## config.mk

```make
export PLATFORM = sky130hd
export DESIGN_NAME = lli_ctrl
export DESIGN_NICKNAME = d
export VERILOG_FILES = /design/src/rtl/lli_pkg.sv /design/src/rtl/lli_ctrl.sv
export SDC_FILE = /design/constraint.sdc
export NUM_CORES = 1
export LEC_CHECK = 0
export BUFFER_PORTS_ARGS = -buffer_cell sky130_fd_sc_hd__buf_4
export CORE_AREA = 2 2 39 41
export DETAILED_ROUTE_END_ITERATION = 8
export DIE_AREA = 0 0 41 43
export MAX_ROUTING_LAYER = met4
export SYNTH_ARGS = -nofsm -noshare
export SYNTH_HDL_FRONTEND = slang
export SYNTH_SLANG_ARGS = --single-unit
```

## constraint.sdc

```tcl
create_clock -name clk_i -period 1.68 [get_ports clk_i]
set_input_delay 0.336 -clock clk_i [delete_from_list [all_inputs] [get_ports clk_i]]
set_output_delay 0.336 -clock clk_i [all_outputs]
set_load 0.02 [all_outputs]
```

## src/rtl/lli_pkg.sv

```systemverilog
// Shared types and constants for the LUT linear interpolator.
// Used by lli_ctrl, lli_datapath and lut_linear_interpolator_top.
package lli_pkg;

  localparam int TableDepth = 256;
  localparam int AddrW      = $clog2(TableDepth);
  localparam int EntryW     = 16;
  localparam int LastW      = 8;
  localparam int SampleW    = 24;
  localparam int ResultW    = 32;
  localparam int InDataW    = 48;
  localparam int PosW       = 32;  // x * last index, Q.16
  localparam int FracW      = PosW + 1;
  localparam int DiffW      = EntryW + 1;
  localparam int ProdW      = FracW + DiffW;
  localparam int AccW       = ProdW + 1;
  localparam int RndW       = AccW - 16;  // rounded sum before clipping

  typedef enum logic {
    OpWrite  = 1'b0,
    OpSample = 1'b1
  } lli_op_e;

  typedef enum logic [6:0] {
    StIdle = 7'b0000001,
    StAddr = 7'b0000010,
    StRdLo = 7'b0000100,
    StRdHi = 7'b0001000,
    StDiff = 7'b0010000,
    StMul  = 7'b0100000,
    StSum  = 7'b1000000
  } lli_state_e;

  // controller -> datapath
  typedef struct packed {
    logic wr_en;       // store a table entry from the input beat
    logic cap_pos;     // register x * last index
    logic cap_addr;    // register clamped indices and fraction
    logic rd_hi;       // table read address selects the upper index
    logic cap_lo;      // register lower entry
    logic cap_diff;    // register hi - lo
    logic cap_prod;    // register frac * (hi - lo)
    logic load_out;    // round, saturate, load output register
  } lli_cmd_t;

endpackage

```

## src/rtl/lli_ctrl.sv

```systemverilog
// Sequencing state machine and output-valid flag for the interpolator.
// Depends on lli_pkg.
module lli_ctrl (
  input  logic              clk_i,
  input  logic              rst_ni,
  input  logic              in_valid_i,
  input  logic              in_op_i,
  output logic              in_ready_o,
  output logic              out_valid_o,
  input  logic              out_ready_i,
  output lli_pkg::lli_cmd_t cmd_o
);

  lli_pkg::lli_state_e state_q, state_d;
  logic                out_valid_q, out_valid_d;
  logic                accept;
  logic                out_free;

  assign in_ready_o  = (state_q == lli_pkg::StIdle);
  assign accept      = in_valid_i & in_ready_o;
  assign out_free    = ~out_valid_q | out_ready_i;
  assign out_valid_o = out_valid_q;

  always_comb begin
    state_d = state_q;
    cmd_o   = '0;
    case (state_q)
      lli_pkg::StIdle: begin
        if (accept) begin
          if (in_op_i == lli_pkg::OpSample) begin
            cmd_o.cap_pos = 1'b1;
            state_d       = lli_pkg::StAddr;
          end else begin
            cmd_o.wr_en = 1'b1;
          end
        end
      end
      lli_pkg::StAddr: begin
        cmd_o.cap_addr = 1'b1;
        state_d        = lli_pkg::StRdLo;
      end
      lli_pkg::StRdLo: begin
        state_d = lli_pkg::StRdHi;
      end
      lli_pkg::StRdHi: begin
        cmd_o.rd_hi  = 1'b1;
        cmd_o.cap_lo = 1'b1;
        state_d      = lli_pkg::StDiff;
      end
      lli_pkg::StDiff: begin
        cmd_o.cap_diff = 1'b1;
        state_d        = lli_pkg::StMul;
      end
      lli_pkg::StMul: begin
        cmd_o.cap_prod = 1'b1;
        state_d        = lli_pkg::StSum;
      end
      lli_pkg::StSum: begin
        // hold until the output register can take the new beat
        if (out_free) begin
          cmd_o.load_out = 1'b1;
          state_d        = lli_pkg::StIdle;
        end
      end
      default: begin
        state_d = lli_pkg::StIdle;
      end
    endcase
  end

  always_comb begin
    out_valid_d = out_valid_q;
    if (cmd_o.load_out) begin
      out_valid_d = 1'b1;
    end else if (out_ready_i) begin
      out_valid_d = 1'b0;
    end
  end

  always_ff @(posedge clk_i or negedge rst_ni) begin
    if (!rst_ni) begin
      state_q     <= lli_pkg::StIdle;
      out_valid_q <= 1'b0;
    end else begin
      state_q     <= state_d;
      out_valid_q <= out_valid_d;
    end
  end

endmodule

```

==> results.sh, run 1 <==
export IMPL_placementRows=14
export IMPL_syn_inst=49
export IMPL_cts_sinks=8
export IMPL_yosysSeqAreaShare_pct=42.71
export IMPL_rsz0062_at_grt="true"
export IMPL_wl_per_cell_um=12.17
export IMPL_slew_headroom_pct=69.50
export IMPL_cp_num_cells=5
export IMPL_worstMarginPinSlew_ps=451.8
export IMPL_violations="setup timing"
export IMPL_intPower_uw=362.9
export IMPL_yosys_warnings=0
export IMPL_crit_end="cmd_o[7]"
export IMPL_clkPwrFrac_pct=32.0
export IMPL_critical_path_top_delay_family="simple AND/OR/NAND/NOR gates"
export IMPL_grt_pass1_wl_mm=1.869
export IMPL_wirelength_mm=1.144
export IMPL_worstHoldPathType="input port to flop"
export IMPL_seqPwrFrac_pct=42.0
export IMPL_synth_top_area_cell="dfrtp_1"
export IMPL_grt_pass1_vias=436
export IMPL_start_kind="flop"
export IMPL_fp_dieH_um=43
export IMPL_ant_nets=0
export IMPL_rr_endpoint="state_q[0]$_DFFE_PN1P_"
export IMPL_path_cells="or3_4 > nor4_4 > nand2_1 > nor2_4 > buf_6"
export IMPL_cts_root_buf="clkbuf_4"
export IMPL_pin_count=15
export IMPL_final_cell_area_um2=799.5
export IMPL_clock_path_buffers=2
export IMPL_cp_arrival_ps=1590
export IMPL_synth_area_per_cell_um2=9.627
export IMPL_swShare_pct=27.03
export IMPL_post_dp_cell_area_um2=648.1
export IMPL_gr_total_overflow=0
export IMPL_ff2ff_path_depth=6
export IMPL_slowest_delay_ps=420
export IMPL_synth_edf_count=0
export IMPL_initial_utilization_pct=34.09
export IMPL_dieWidth_um=41
export IMPL_async_flop_share_pct=100.0
export IMPL_htree_levels=1
export IMPL_n_antenna_cell=0
export IMPL_holdWs_ps=368.4
export IMPL_slew_violations=0
export IMPL_path_clk_slew_ps=60
export IMPL_synthTopCellsByArea="dfrtp_1, dfstp_2, nand2b_1"
export IMPL_antenna_found_initial=0
export IMPL_p_total_uw=497.3
export IMPL_path_max_fanout=3
export IMPL_yosys_register_bits=8
export IMPL_synth_nets=54
export IMPL_p_per_area_nw_per_um2=622.0
export IMPL_coreArea_um2=1384
export IMPL_power_frac_comb_pct=26.0
export IMPL_synth_cell_types=26
export IMPL_vias_per_cell=5.149
export IMPL_hpwl_um=827.4
export IMPL_p_leak_uw=0.0003682
export IMPL_end_kind="primary output"
export IMPL_cp_startpoint="state_q[4]$_DFFE_PN0P_"
export IMPL_ys_flop_type="dfrtp_1"
export IMPL_finalHoldViolations=0
export IMPL_critPathKind="flop to primary output"
export IMPL_utilization_pct=57.78
export IMPL_cp_required_ps=1340
export IMPL_grt_max_degree=9
export IMPL_die_area_um2=1763
export IMPL_r2r_start="state_q[4]$_DFFE_PN0P_"
export IMPL_gp_congestion=0.7764
export IMPL_finalCritPeriodShare_pct=114.9
export IMPL_yosysTopAreaCellShare_pct=37.14
export IMPL_status="finished, violations left"
export IMPL_max_freq_mhz=518.0
export IMPL_fin_crit_ps=1930
export IMPL_reg2reg_slack_ps=0
export IMPL_gr_usage_all_layers_pct=15.95
export IMPL_clk_latency_ps=260
export IMPL_skew_ps=12.79
export IMPL_drive_above_1_share_pct=58.97
export IMPL_p_sw_uw=134.4
export IMPL_areaGrowthSynthToFinish_pct=69.50
export IMPL_finalSetupTns_ps=-1269
export IMPL_drtPass1Iterations=4
export IMPL_cp_buffers_inverters=1
export IMPL_cp_slowest_cell="or3_4"
export IMPL_cap_viol_max_count=0
export IMPL_first_iter_violations=5
export IMPL_fin_nets=84
export IMPL_drc=0
export IMPL_vias=484
export IMPL_io_buffers=14
export IMPL_ir_worst_vdd_uv=317.8
export IMPL_numCtsBuffers=3
export IMPL_tritoncts="yes"
export IMPL_syn_cell_area_um2=471.7
export IMPL_timing_final_ws_setup_ps=-250.4
export IMPL_setup_viol=8
per-layer routing:
layer | part of all wire [%] | GRT usage, % | up-vias
li1 | - | - | 233
met1 | 47 | 24.83 | 238
met2 | 48 | 20.00 | 11
met3 | 3.5 | 0 | 2
met4 | 1.2 | 10.00 | 0
met5 | 0 | - | -
synth_stat cells, types with 2 or more instances:
| cell | number |
|---|---|
| buf_4 | 2 |
| and3_1 | 2 |
| nand2b_1 | 4 |
| dfrtp_1 | 7 |
| nor3_1 | 4 |
| nor2_1 | 6 |
| a21oi_1 | 2 |
| nand2_1 | 2 |
| nor4_1 | 2 |
| nor2b_1 | 2 |
cell families (layout without fill, tap and decap cells):
group | Yosys count | after routing | share of synthesized area, %
AND/OR/NAND/NOR | 31 | 31 | 43.76
buffers and inverters | 4 | 33 | 5.037
flip-flops | 8 | 8 | 42.71
AO/OA/AOI/OAI | 5 | 5 | 6.631
XOR/XNOR | 1 | 1 | 1.857
final cells by class:
type                    instances  area (µm²)
fillers                       131       584.3
repair buffers                 29       247.7
clock buffers                   4       26.28
well taps                      16       20.02
multi-input cells              37       302.8
flip-flops and latches          8       202.7
worst min path at each step:
stage          cells past startpoint                       to       start  slack, ps
2_1_floorplan                      0  out_valid_o$_DFFE_PN0P_      rst_ni         40
3_3_place_gp                       1   state_q[1]$_DFFE_PN0P_      rst_ni        160
3_5_place_dp                       1   state_q[1]$_DFFE_PN0P_      rst_ni        160
4_1_cts                            2   state_q[1]$_DFFE_PN0P_  in_valid_i        360
5_1_grt                            2   state_q[1]$_DFFE_PN0P_  in_valid_i        380
6_report                           2   state_q[1]$_DFFE_PN0P_  in_valid_i        370
power groups by stage:
stage	sequential, µW	clock [µW]	combinational, µW
after CTS	209	164	124
after floorplan	207	0	55.3
after global placement	213	0	95.9
after global routing	209	176	139
final	209	159	129
after detailed placement	213	0	96.7
repair_timing:
item	CTS	global route
setup endpoints to repair	9	10
hold buffers	1	0
buffers inserted	6	1
gates cloned	0	0
hold endpoints to repair	7	0
resized for setup	8	5
pin swaps	4	1
state kept, by name, summed over array words and instances, names as in the netlist:
name         cells
state_q          7
out_valid_o      1
stage by stage:
stage / setup slack, ps / cells
after floorplan: -145.4 / 49
after global placement: 22.89 / 82
after detailed placement: -0.5699 / 82
after CTS: -270.4 / 93
after global routing: -338.8 / 94
final: -250.4 / 94
cells in the final DEF, fill, tap and decap left out, types with 2 or more instances in the layout:
cell	count
and3_1	2
buf_4	23
buf_6	4
clkbuf_4	3
dfrtp_1	6
nand2b_1	4
nor2_1	4
nor2_4	2
nor2b_1	2
nor3_1	2
nor3_2	2
nor4_4	2
or3_4	2
Note: power is estimated with default switching activity, not from simulation.
==> run 2: changes to the inputs <==
--- a/config.mk
+++ b/config.mk
@@ -10,6 +10,7 @@
 export DETAILED_ROUTE_END_ITERATION = 8
 export DIE_AREA = 0 0 41 43
 export MAX_ROUTING_LAYER = met4
+export RECOVER_POWER = 50
 export SYNTH_ARGS = -nofsm -noshare
 export SYNTH_HDL_FRONTEND = slang
 export SYNTH_SLANG_ARGS = --single-unit
==> results.sh, run 2 (synthesis results as in run 1) <==
export IMPL_status="finished, violations left"
export IMPL_violations="setup timing"
export IMPL_rr_endpoint="state_q[0]$_DFFE_PN1P_"
export IMPL_pin_count=15
export IMPL_wl_per_cell_um=12.14
export IMPL_coreArea_um2=1384
export IMPL_initial_utilization_pct=34.09
export IMPL_end_kind="primary output"
export IMPL_cp_arrival_ps=1590
export IMPL_path_max_fanout=3
export IMPL_setup_viol=8
export IMPL_cp_startpoint="state_q[4]$_DFFE_PN0P_"
export IMPL_fin_crit_ps=1930
export IMPL_max_freq_mhz=518.0
export IMPL_slew_headroom_pct=69.50
export IMPL_seqPwrFrac_pct=42.1
export IMPL_worstHoldPathType="input port to flop"
export IMPL_gr_usage_all_layers_pct=15.95
export IMPL_timing_final_ws_setup_ps=-250.4
export IMPL_intPower_uw=361.8
export IMPL_final_common_cell="buf_4"
export IMPL_htree_levels=1
export IMPL_numCtsBuffers=3
export IMPL_antenna_found_initial=0
export IMPL_ff2ff_path_depth=6
export IMPL_holdWs_ps=367.1
export IMPL_cp_required_ps=1340
export IMPL_drc=0
export IMPL_io_buffers=14
export IMPL_clock_path_buffers=2
export IMPL_start_kind="flop"
export IMPL_vias_per_cell=5.149
export IMPL_finalSetupTns_ps=-1269
export IMPL_ant_nets=0
export IMPL_worstMarginPinSlew_ps=451.8
export IMPL_cp_slowest_cell="or3_4"
export IMPL_fin_nets=84
export IMPL_final_cell_count_no_fill=94
export IMPL_p_sw_uw=134.3
export IMPL_largest_register_ffs=7
export IMPL_power_frac_comb_pct=25.8
export IMPL_r2r_start="state_q[4]$_DFFE_PN0P_"
export IMPL_grt_pass1_wl_mm=1.869
export IMPL_p_per_area_nw_per_um2=623.5
export IMPL_grt_pass1_vias=436
export IMPL_cts_root_buf="clkbuf_4"
export IMPL_dpl_cell_count=82
export IMPL_dieWidth_um=41
export IMPL_critPathKind="flop to primary output"
export IMPL_gp_congestion=0.7764
export IMPL_die_area_um2=1763
export IMPL_placementRows=14
export IMPL_n_antenna_cell=0
export IMPL_utilization_pct=57.50
export IMPL_slowest_delay_ps=420
export IMPL_vias=484
export IMPL_crit_end="cmd_o[7]"
export IMPL_layout_common_cells="buf_4, dfrtp_1, nor2_1, nand2b_1, buf_6"
export IMPL_first_iter_violations=5
export IMPL_rsz0062_at_grt="true"
export IMPL_hpwl_um=827.4
export IMPL_wirelength_mm=1.141
export IMPL_path_cells="or3_4 > nor4_4 > nand2_1 > nor2_4 > buf_6"
export IMPL_finalCritPeriodShare_pct=114.9
export IMPL_clkPwrFrac_pct=32.1
export IMPL_skew_ps=12.79
export IMPL_grt_max_degree=9
export IMPL_cap_viol_max_count=0
export IMPL_path_clk_slew_ps=60
export IMPL_finalHoldViolations=0
export IMPL_clk_latency_ps=260
export IMPL_gr_total_overflow=0
export IMPL_slew_violations=0
export IMPL_cts_sinks=8
export IMPL_drtPass1Iterations=4
export IMPL_tritoncts="yes"
export IMPL_fp_dieH_um=43
export IMPL_ir_worst_vdd_uv=317.4
export IMPL_fill_cells=131
export IMPL_areaGrowthSynthToFinish_pct=68.70
export IMPL_swShare_pct=27.07
export IMPL_p_leak_uw=0.0003646
export IMPL_drive_above_1_share_pct=57.69
export IMPL_reg2reg_slack_ps=0
export IMPL_regMostFlops="state_q"
run 2: cell count changes in the layout (fill, tap and decap cells not counted), sizes merged:
| cell | change |
|---|---|
| clkbuf | +1 |
| buf | -1 |
run 2: routing by layer:
metal / global-route usage (%) / up-vias / routed length, µm
met2: 20.00 / 11 / 551
met1: 24.83 / 238 / 533
met5: - / - / 0
li1: - / 233 / -
met3: 0 / 2 / 40
met4: 10.00 / 0 / 14
run 2: stage by stage:
step	instance area [µm²]	setup WS (ps)	total power, µW
after detailed placement	648.1	-0.5699	309.3
after floorplan	494.2	-145.4	262.6
after CTS	775.7	-270.4	496.1
final	795.8	-250.4	496.1
after global placement	648.1	22.89	308.6
after global routing	795.8	-338.8	522.8
run 2: how the worst min path moves through the flow:
stage / from / cells past startpoint / end / slack, ps
final: in_valid_i / 2 / state_q[1]$_DFFE_PN0P_ / 370
after global routing: in_valid_i / 2 / state_q[1]$_DFFE_PN0P_ / 380
after CTS: in_valid_i / 2 / state_q[1]$_DFFE_PN0P_ / 360
after detailed placement: rst_ni / 1 / state_q[1]$_DFFE_PN0P_ / 160
after global placement: rst_ni / 1 / state_q[1]$_DFFE_PN0P_ / 160
after floorplan: rst_ni / 0 / out_valid_o$_DFFE_PN0P_ / 40
run 2: final cells by class:
| class | count | area, µm² | share of cell area (%) |
|---|---|---|---|
| timing repair buffer | 29 | 244.0 | 30.66 |
| tap | 16 | 20.02 | 2.516 |
| sequential | 8 | 202.7 | 25.47 |
| multi-input combinational | 37 | 302.8 | 38.05 |
| clock buffer | 4 | 26.28 | 3.302 |
run 2: repair_timing:
item,4_1_cts,5_1_grt
endpoints found under the hold margin,7,0
endpoints found under the setup margin,9,10
setup buffers,6,1
hold buffers,1,0
pin swaps,4,1
resized for setup,8,5
run 2: power groups by stage:
stage	Clock (µW)	Combinational (µW)	Sequential, µW
final	159	128	209
after global placement	0	95.9	213
after floorplan	0	55.3	207
after detailed placement	0	96.7	213
after CTS	164	124	209
after global routing	176	138	209
run 2: critical path: cells and delay by family (launching register included):
kind          cells  cell delay, ps
flops             1             380
buf+inv           1             120
simple gates      4             850
==> run 3: changes to the inputs <==
==> constraint.sdc (replaced) <==
create_clock -name clk_i -period 1.68 [get_ports clk_i]
set_input_delay 0 -clock clk_i [delete_from_list [all_inputs] [get_ports clk_i]]
set_output_delay 0 -clock clk_i [all_outputs]
set_load 0.02 [all_outputs]
==> results.sh, run 3 (synthesis results as in run 1) <==
export IMPL_slowest_delay_ps=410
export IMPL_initial_utilization_pct=34.09
export IMPL_layout_common_cells="buf_4, dfrtp_1, nor2_1"
export IMPL_gp_congestion=0.7566
export IMPL_cap_viol_max_count=0
export IMPL_finalHoldViolations=0
export IMPL_gr_usage_all_layers_pct=14.82
export IMPL_coreArea_um2=1384
export IMPL_final_seq_area_um2=201.4
export IMPL_numCtsBuffers=3
export IMPL_final_cell_count_no_fill=85
export IMPL_die_area_um2=1763
export IMPL_worstMarginPinSlew_ps=452.6
export IMPL_dieWidth_um=41
export IMPL_finalCritPeriodShare_pct=96.50
export IMPL_antenna_found_initial=0
export IMPL_grt_pass1_wl_mm=1.635
export IMPL_slew_headroom_pct=69.83
export IMPL_start_kind="flop"
export IMPL_placementRows=14
export IMPL_worstHoldPathType="input port to flop"
export IMPL_p_leak_uw=0.0003001
export IMPL_utilization_pct=47.02
export IMPL_cts_sinks=8
export IMPL_skew_ps=4.068
export IMPL_drc=0
export IMPL_n_antenna_cell=0
export IMPL_dpl_cell_count=76
export IMPL_grt_pass1_vias=372
export IMPL_cp_arrival_ps=1620
export IMPL_grt_max_degree=10
export IMPL_regMostFlops="state_q"
export IMPL_io_buffers=14
export IMPL_slew_violations=0
export IMPL_tritoncts="yes"
export IMPL_wl_per_cell_um=12.65
export IMPL_setup_viol=0
export IMPL_fill_cells=137
export IMPL_ir_worst_vdd_uv=402.4
export IMPL_first_iter_violations=7
export IMPL_hpwl_um=751.5
export IMPL_vias=426
export IMPL_critical_path_top_delay_family="simple AND/OR/NAND/NOR gates"
export IMPL_htree_levels=1
export IMPL_max_freq_mhz=616.8
export IMPL_areaGrowthSynthToFinish_pct=37.93
export IMPL_gr_total_overflow=0
export IMPL_cp_buffers_inverters=1
export IMPL_fin_crit_ps=1621
export IMPL_post_dp_cell_area_um2=586.8
export IMPL_rsz0062_at_grt="true"
export IMPL_path_max_fanout=4
export IMPL_final_common_cell="buf_4"
export IMPL_end_kind="primary output"
export IMPL_path_cells="or3_4 > nor4_4 > and3_4 > buf_6"
export IMPL_multi_input_area_um2=257.7
export IMPL_fp_dieH_um=43
export IMPL_largest_register_ffs=7
export IMPL_clk_latency_ps=250
export IMPL_cp_required_ps=1680
export IMPL_wirelength_mm=1.075
export IMPL_cts_root_buf="clkbuf_4"
export IMPL_clock_path_buffers=2
export IMPL_pin_count=15
export IMPL_cp_slowest_cell="or3_4"
export IMPL_drive_above_1_share_pct=37.68
export IMPL_vias_per_cell=5.012
export IMPL_ant_nets=0
export IMPL_fin_nets=75
export IMPL_p_per_area_nw_per_um2=703.7
export IMPL_holdWs_ps=13.41
export IMPL_critPathKind="flop to primary output"
export IMPL_path_clk_slew_ps=60
export IMPL_status="completed"
export IMPL_drtPass1Iterations=3
export IMPL_final_cell_area_um2=650.6
run 3: changes by cell type in the layout (fill, tap and decap cells not counted), sizes merged:
cell	change
buf	-11
clkbuf	+2
run 3: metal layers:
| metal | vias to the layer above | share of wire (%) | GRT usage [%] |
|---|---|---|---|
| li1 | 218 | - | - |
| met1 | 198 | 47 | 21.38 |
| met2 | 8 | 47 | 17.81 |
| met3 | 2 | 3.7 | 6.283 |
| met4 | 0 | 1.9 | 6.000 |
| met5 | - | 0 | - |
run 3: final timing paths:
kind | slack (ps) | startpoint | end | cells after the start
max in group asynchronous | 1140 | rst_ni | state_q[0]$_DFFE_PN1P_ | 2
hold / removal | 10 | in_valid_i | state_q[1]$_DFFE_PN0P_ | 2
setup reg to reg | 240 | state_q[6]$_DFFE_PN0P_ | state_q[0]$_DFFE_PN1P_ | 4
min in group asynchronous | 200 | rst_ni | state_q[4]$_DFFE_PN0P_ | 2
hold reg to reg | 610 | state_q[4]$_DFFE_PN0P_ | state_q[4]$_DFFE_PN0P_ | 2
setup / recovery | 60 | state_q[6]$_DFFE_PN0P_ | cmd_o[6] | 4
run 3: worst reg2reg max path, cell delays in order (launching register included):
cell and delay (ps):
dfrtp_1 390, or3_4 410, or3_1 360, a21oi_1 150, nor3_1 60
run 3: stage by stage:
step | setup WS (ps) | power [µW] | TNS (ps)
2_1_floorplan | 9.450 | 258.4 | 0
3_3_place_gp | 187.7 | 290.3 | 0
3_5_place_dp | 159.2 | 290.6 | 0
4_1_cts | 30.46 | 463.2 | 0
5_1_grt | -18.82 | 477.3 | -37.08
6_report | 58.83 | 457.8 | 0
run 3: area by class of cell:
cell class / count / share of cell area [%]
timing repair buffer: 20 / 22.31
clock buffer: 4 / 4.038
multi-input combinational: 37 / 39.62
sequential: 8 / 30.96
tap: 16 / 3.077
run 3: repair_timing:
action,in CTS,in global routing
pin swaps,1,1
setup buffers,2,2
hold buffers,1,0
setup endpoints to repair,2,4
resized for setup,0,2
hold endpoints to repair,8,0
run 3: power breakdown:
part / switching, µW / internal (µW) / total (µW)
clock network: 67.9 / 91.0 / 159
logic: 42.9 / 44.6 / 87.5
registers: 10.9 / 200 / 211
